==> config.mk <==
export PLATFORM = sky130hd
export DESIGN_NAME = pba_bit_find
export DESIGN_NICKNAME = d
export VERILOG_FILES = /design/src/rtl/page_bitmap_allocator_core_macros.svh /design/src/rtl/pba_pkg.sv /design/src/rtl/pba_bit_find.sv
export SDC_FILE = /design/constraint.sdc
export NUM_CORES = 1
export LEC_CHECK = 0
export ABC_AREA = 1
export BUFFER_PORTS_ARGS = -buffer_cell sky130_fd_sc_hd__clkbuf_2
export CAP_MARGIN = 0
export CORE_MARGIN = 3
export CORE_UTILIZATION = 36
export DETAILED_ROUTE_END_ITERATION = 12
export PLACE_DENSITY_LB_ADDON = 0.25
export SYNTH_ARGS = -nofsm -noshare
export SYNTH_HDL_FRONTEND = slang
export SYNTH_SLANG_ARGS = --single-unit
==> constraint.sdc <==
create_clock -name vclk -period 3.7
set_input_delay 0.74 -clock vclk [all_inputs]
set_output_delay 0.74 -clock vclk [all_outputs]
set_load 0.05 [all_outputs]
==> src/rtl/page_bitmap_allocator_core_macros.svh <==
// assertion helpers shared by the allocator rtl
`ifndef PAGE_BITMAP_ALLOCATOR_CORE_MACROS_SVH
`define PAGE_BITMAP_ALLOCATOR_CORE_MACROS_SVH

// condition that must hold at every edge out of reset
`define PBA_ASSERT_ALWAYS(lbl, cond, msg) \
  lbl: assert property (@(posedge clk) disable iff (!rst_n) (cond)) else $error(msg);

// consequent in the same cycle
`define PBA_ASSERT_IMPLY(lbl, ante, cons, msg) \
  lbl: assert property (@(posedge clk) disable iff (!rst_n) (ante) |-> (cons)) else $error(msg);

// consequent in the next cycle
`define PBA_ASSERT_NEXT(lbl, ante, cons, msg) \
  lbl: assert property (@(posedge clk) disable iff (!rst_n) (ante) |=> (cons)) else $error(msg);

`endif

==> src/rtl/pba_pkg.sv <==
`timescale 1ns / 1ps
`default_nettype none

package pba_pkg;

  // fixed field widths
  localparam int PAGE_W = 15;
  localparam int FUNC_W = 2;

  // defaults for the top level parameters
  localparam int MAP_WORDS_DEF     = 1024;
  localparam int BITS_PER_WORD_DEF = 32;

  // operation codes (code 3 is a no-op)
  localparam logic [FUNC_W-1:0] FUNC_ALLOC     = 2'd0;
  localparam logic [FUNC_W-1:0] FUNC_FREE      = 2'd1;
  localparam logic [FUNC_W-1:0] FUNC_MARK_USED = 2'd2;

  // result status codes
  localparam logic STATUS_DONE      = 1'b0;
  localparam logic STATUS_NONE_FREE = 1'b1;

  // sequencer states
  typedef enum logic [3:0] {
    ST_CLEAR,
    ST_IDLE,
    ST_LOCATE,
    ST_RANGE,
    ST_MODIFY,
    ST_SCAN_RD,
    ST_SCAN_CHK,
    ST_PAGE,
    ST_DONE
  } state_t;

endpackage

`default_nettype wire

==> src/rtl/pba_bit_find.sv <==
`timescale 1ns / 1ps
`default_nettype none

module pba_bit_find #(
  parameter int BPW = pba_pkg::BITS_PER_WORD_DEF,
  localparam int BIT_W = $clog2(BPW)
) (
  input  wire logic [BPW-1:0]   word,
  output logic                  any,
  output logic [BIT_W-1:0]      idx,
  output logic [BPW-1:0]        cleared
);
  import pba_pkg::*;

  logic [BPW-1:0] lowest;

  // isolate lowest set bit and drop it from the word
  assign lowest  = word & (~word + BPW'(1));
  assign cleared = word & (word - BPW'(1));
  assign any     = |word;

  // one-hot to binary, each output bit an or over its positions
  always_comb begin
    idx = '0;
    for (int j = 0; j < BPW; j++) begin
      if (lowest[j]) begin
        idx = idx | BIT_W'(j);
      end
    end
  end

endmodule

`default_nettype wire

==> metrics.yaml <==
fin_util: 0.517
hold_violations: 0
pin_count: 70
place_congestion: 0.987
route.detailed.drc: 0
die_h_um: 65.5
dpl_worst_slack_ps: 661
hpwlAfterDp_um: 3980
io_buffer_count: 69
antenna_left: 0
worst_ep_required_time_ps: 2960
antenna_found_initial: 0
groute.usage.overall: 0.215
die_w_um: 65.5
via_count: 1808
crit_path_start: "word[1]"
postCtsResizedCells: 0
syn2layout_area_growth_pct: 29.9
total_power_mw: 0.179
seq_power_share: 0
setup_ws_ps: 665
peakVddDrop_uv: 82.6
grt_pass1_wl_um: 7430
power_leakage_nw: 1.05
max_freq_mhz: 329
grt_pass1_vias: 1679
ff_latch_area_um2: 0
drive_gt1_frac: 0.296
status: "completed"
cap_violations: 0
syn_inst: 278
tns_ps: 0
wl_per_cell_um: 11.5
timing.final.crit_share: 0.820
start_util: 0.398
post_cts_buffers: 0
clkPwrFrac: 0
syn_avg_cell_area_um2: 4.59
drt_iter0_drc: 93
synth_top_area_share: 0.250
dr.pass1.iters: 4
cts_hold_buf: 0
cp_common_cell: "nand2_1"
arrival_ps: 2300
cp_max_fo: 12
synth.net_count: 310
min_from: "word[14]"
dieArea_um2: 4290
internal_power_mw: 0.0417
yosys-top-cells-area: "nor2_1 25%, nand2_1 22%, inv_1 14%, nor2_4 7.1%, nand3_1 5.5%"
rsz0062_at_grt: "false"
sw_frac_of_total: 0.767
fillCellCount: 386
seq_cells: 0
grt_max_degree: 13
fin_nets: 379
stdcell_count: 389
fp-row-count: 20
crit_path_cell_trace: "clkbuf_2 > nor2_4 > nand2_4 > nor2_4 > nand2_1 > nor2_1 > nand2_1 > nand2_2 > inv_2 > nand2_1 > nor2_1 > nand2_1 > clkbuf_2"
postRouteWirelength_um: 4470
syn_area_um2: 1270
clockBufferCount: 0
drv_slew: 0
setup_violations: 0
place_inst: 389
worst-setup-path-type: "primary input to primary output"
powerDensity_nw_per_um2: 108
yosysSeqAreaShare: 0
core-area_um2: 3200
cp-start-kind: "primary input"
comb_power_share: 1.000
cp-end-kind: "primary output"
p_switching_mw: 0.137
crit_slowest_cell: "nor2_4"
crit_path_max_incr_delay_ps: 280
overflow: 0
yosys_warnings: 0
hp-class: "primary input to primary output"
synth_top_area_cell: "nor2_1"
n_antenna_cell: 0
ys_types: 20
via_per_inst: 4.65
post-route-min-period_ps: 3040
[power by group through the flow]
stage	combinational, mW	sequential (mW)	clock, mW
floorplan	0.120	0	0
global placement	0.178	0	0
detailed placement	0.178	0	0
CTS	0.179	0	0
global route	0.192	0	0
finish	0.179	0	0
[cell usage in the layout (no fill, tap or decap), types with 2 or more instances in the layout]
master	netlist	routed
nor2_1	85	85
nand2_1	76	76
clkbuf_2	0	69
inv_1	46	46
nand3_1	14	14
nand2_2	9	9
nor2_4	8	8
nand4_1	7	7
nor2_2	6	6
o21ai_0	6	6
a21oi_1	5	5
nand2_4	4	4
inv_2	2	2
nor3_2	2	2
a21boi_0	2	2
[kinds of logic after synthesis]
kind of cell           Yosys count  synth area share
AND/OR/NAND/NOR                214             0.786
buffers and inverters           50             0.156
AO/OA/AOI/OAI                   13            0.0550
other                            1           0.00294
[cell type report]
type	instances	area (µm²)	area share
multi-input combinational	228	1080	0.650
timing repair buffer	69	345	0.208
inverter	48	180	0.109
tap	44	55.1	0.0332
[worst max-delay path: cells and delay by family]
kind | cells | cell delay (ps)
simple gates | 10 | 1160
buf+inv | 3 | 410
[per-layer routing]
| layer | global-route usage | routed length, µm | vias up |
|---|---|---|---|
| li1 | - | - | 972 |
| met1 | 0.301 | 1990 | 755 |
| met2 | 0.377 | 2100 | 79 |
| met3 | 0.00513 | 359 | 2 |
| met4 | 0.0207 | 21 | 0 |
| met5 | 0 | 0 | - |
[Yosys cell counts]
cell type / n
buf_6: 1
nor2_4: 8
nor3_1: 1
nor2_1: 85
nor3_2: 2
o21ai_0: 6
nand2_1: 76
inv_2: 2
nand4_1: 7
a21boi_0: 2
nand3_1: 14
a21oi_1: 5
conb_1: 1
nand2_4: 4
nand2_2: 9
nor2_2: 6
buf_4: 1
nand3_2: 1
inv_1: 46
nor2_8: 1
[path summary, 6_finish.rpt]
kind	to	slack, ps	cells after the start
max	idx[4]	660	13
min	cleared[14]	1900	4
[stage by stage]
stage               area, µm²  hold WS, ps
floorplan                1270         1700
global placement         1660         1900
detailed placement       1660         1900
CTS                      1660         1900
global route             1660         1930
finish                   1660         1900
Power figures use the tool's default switching activity.
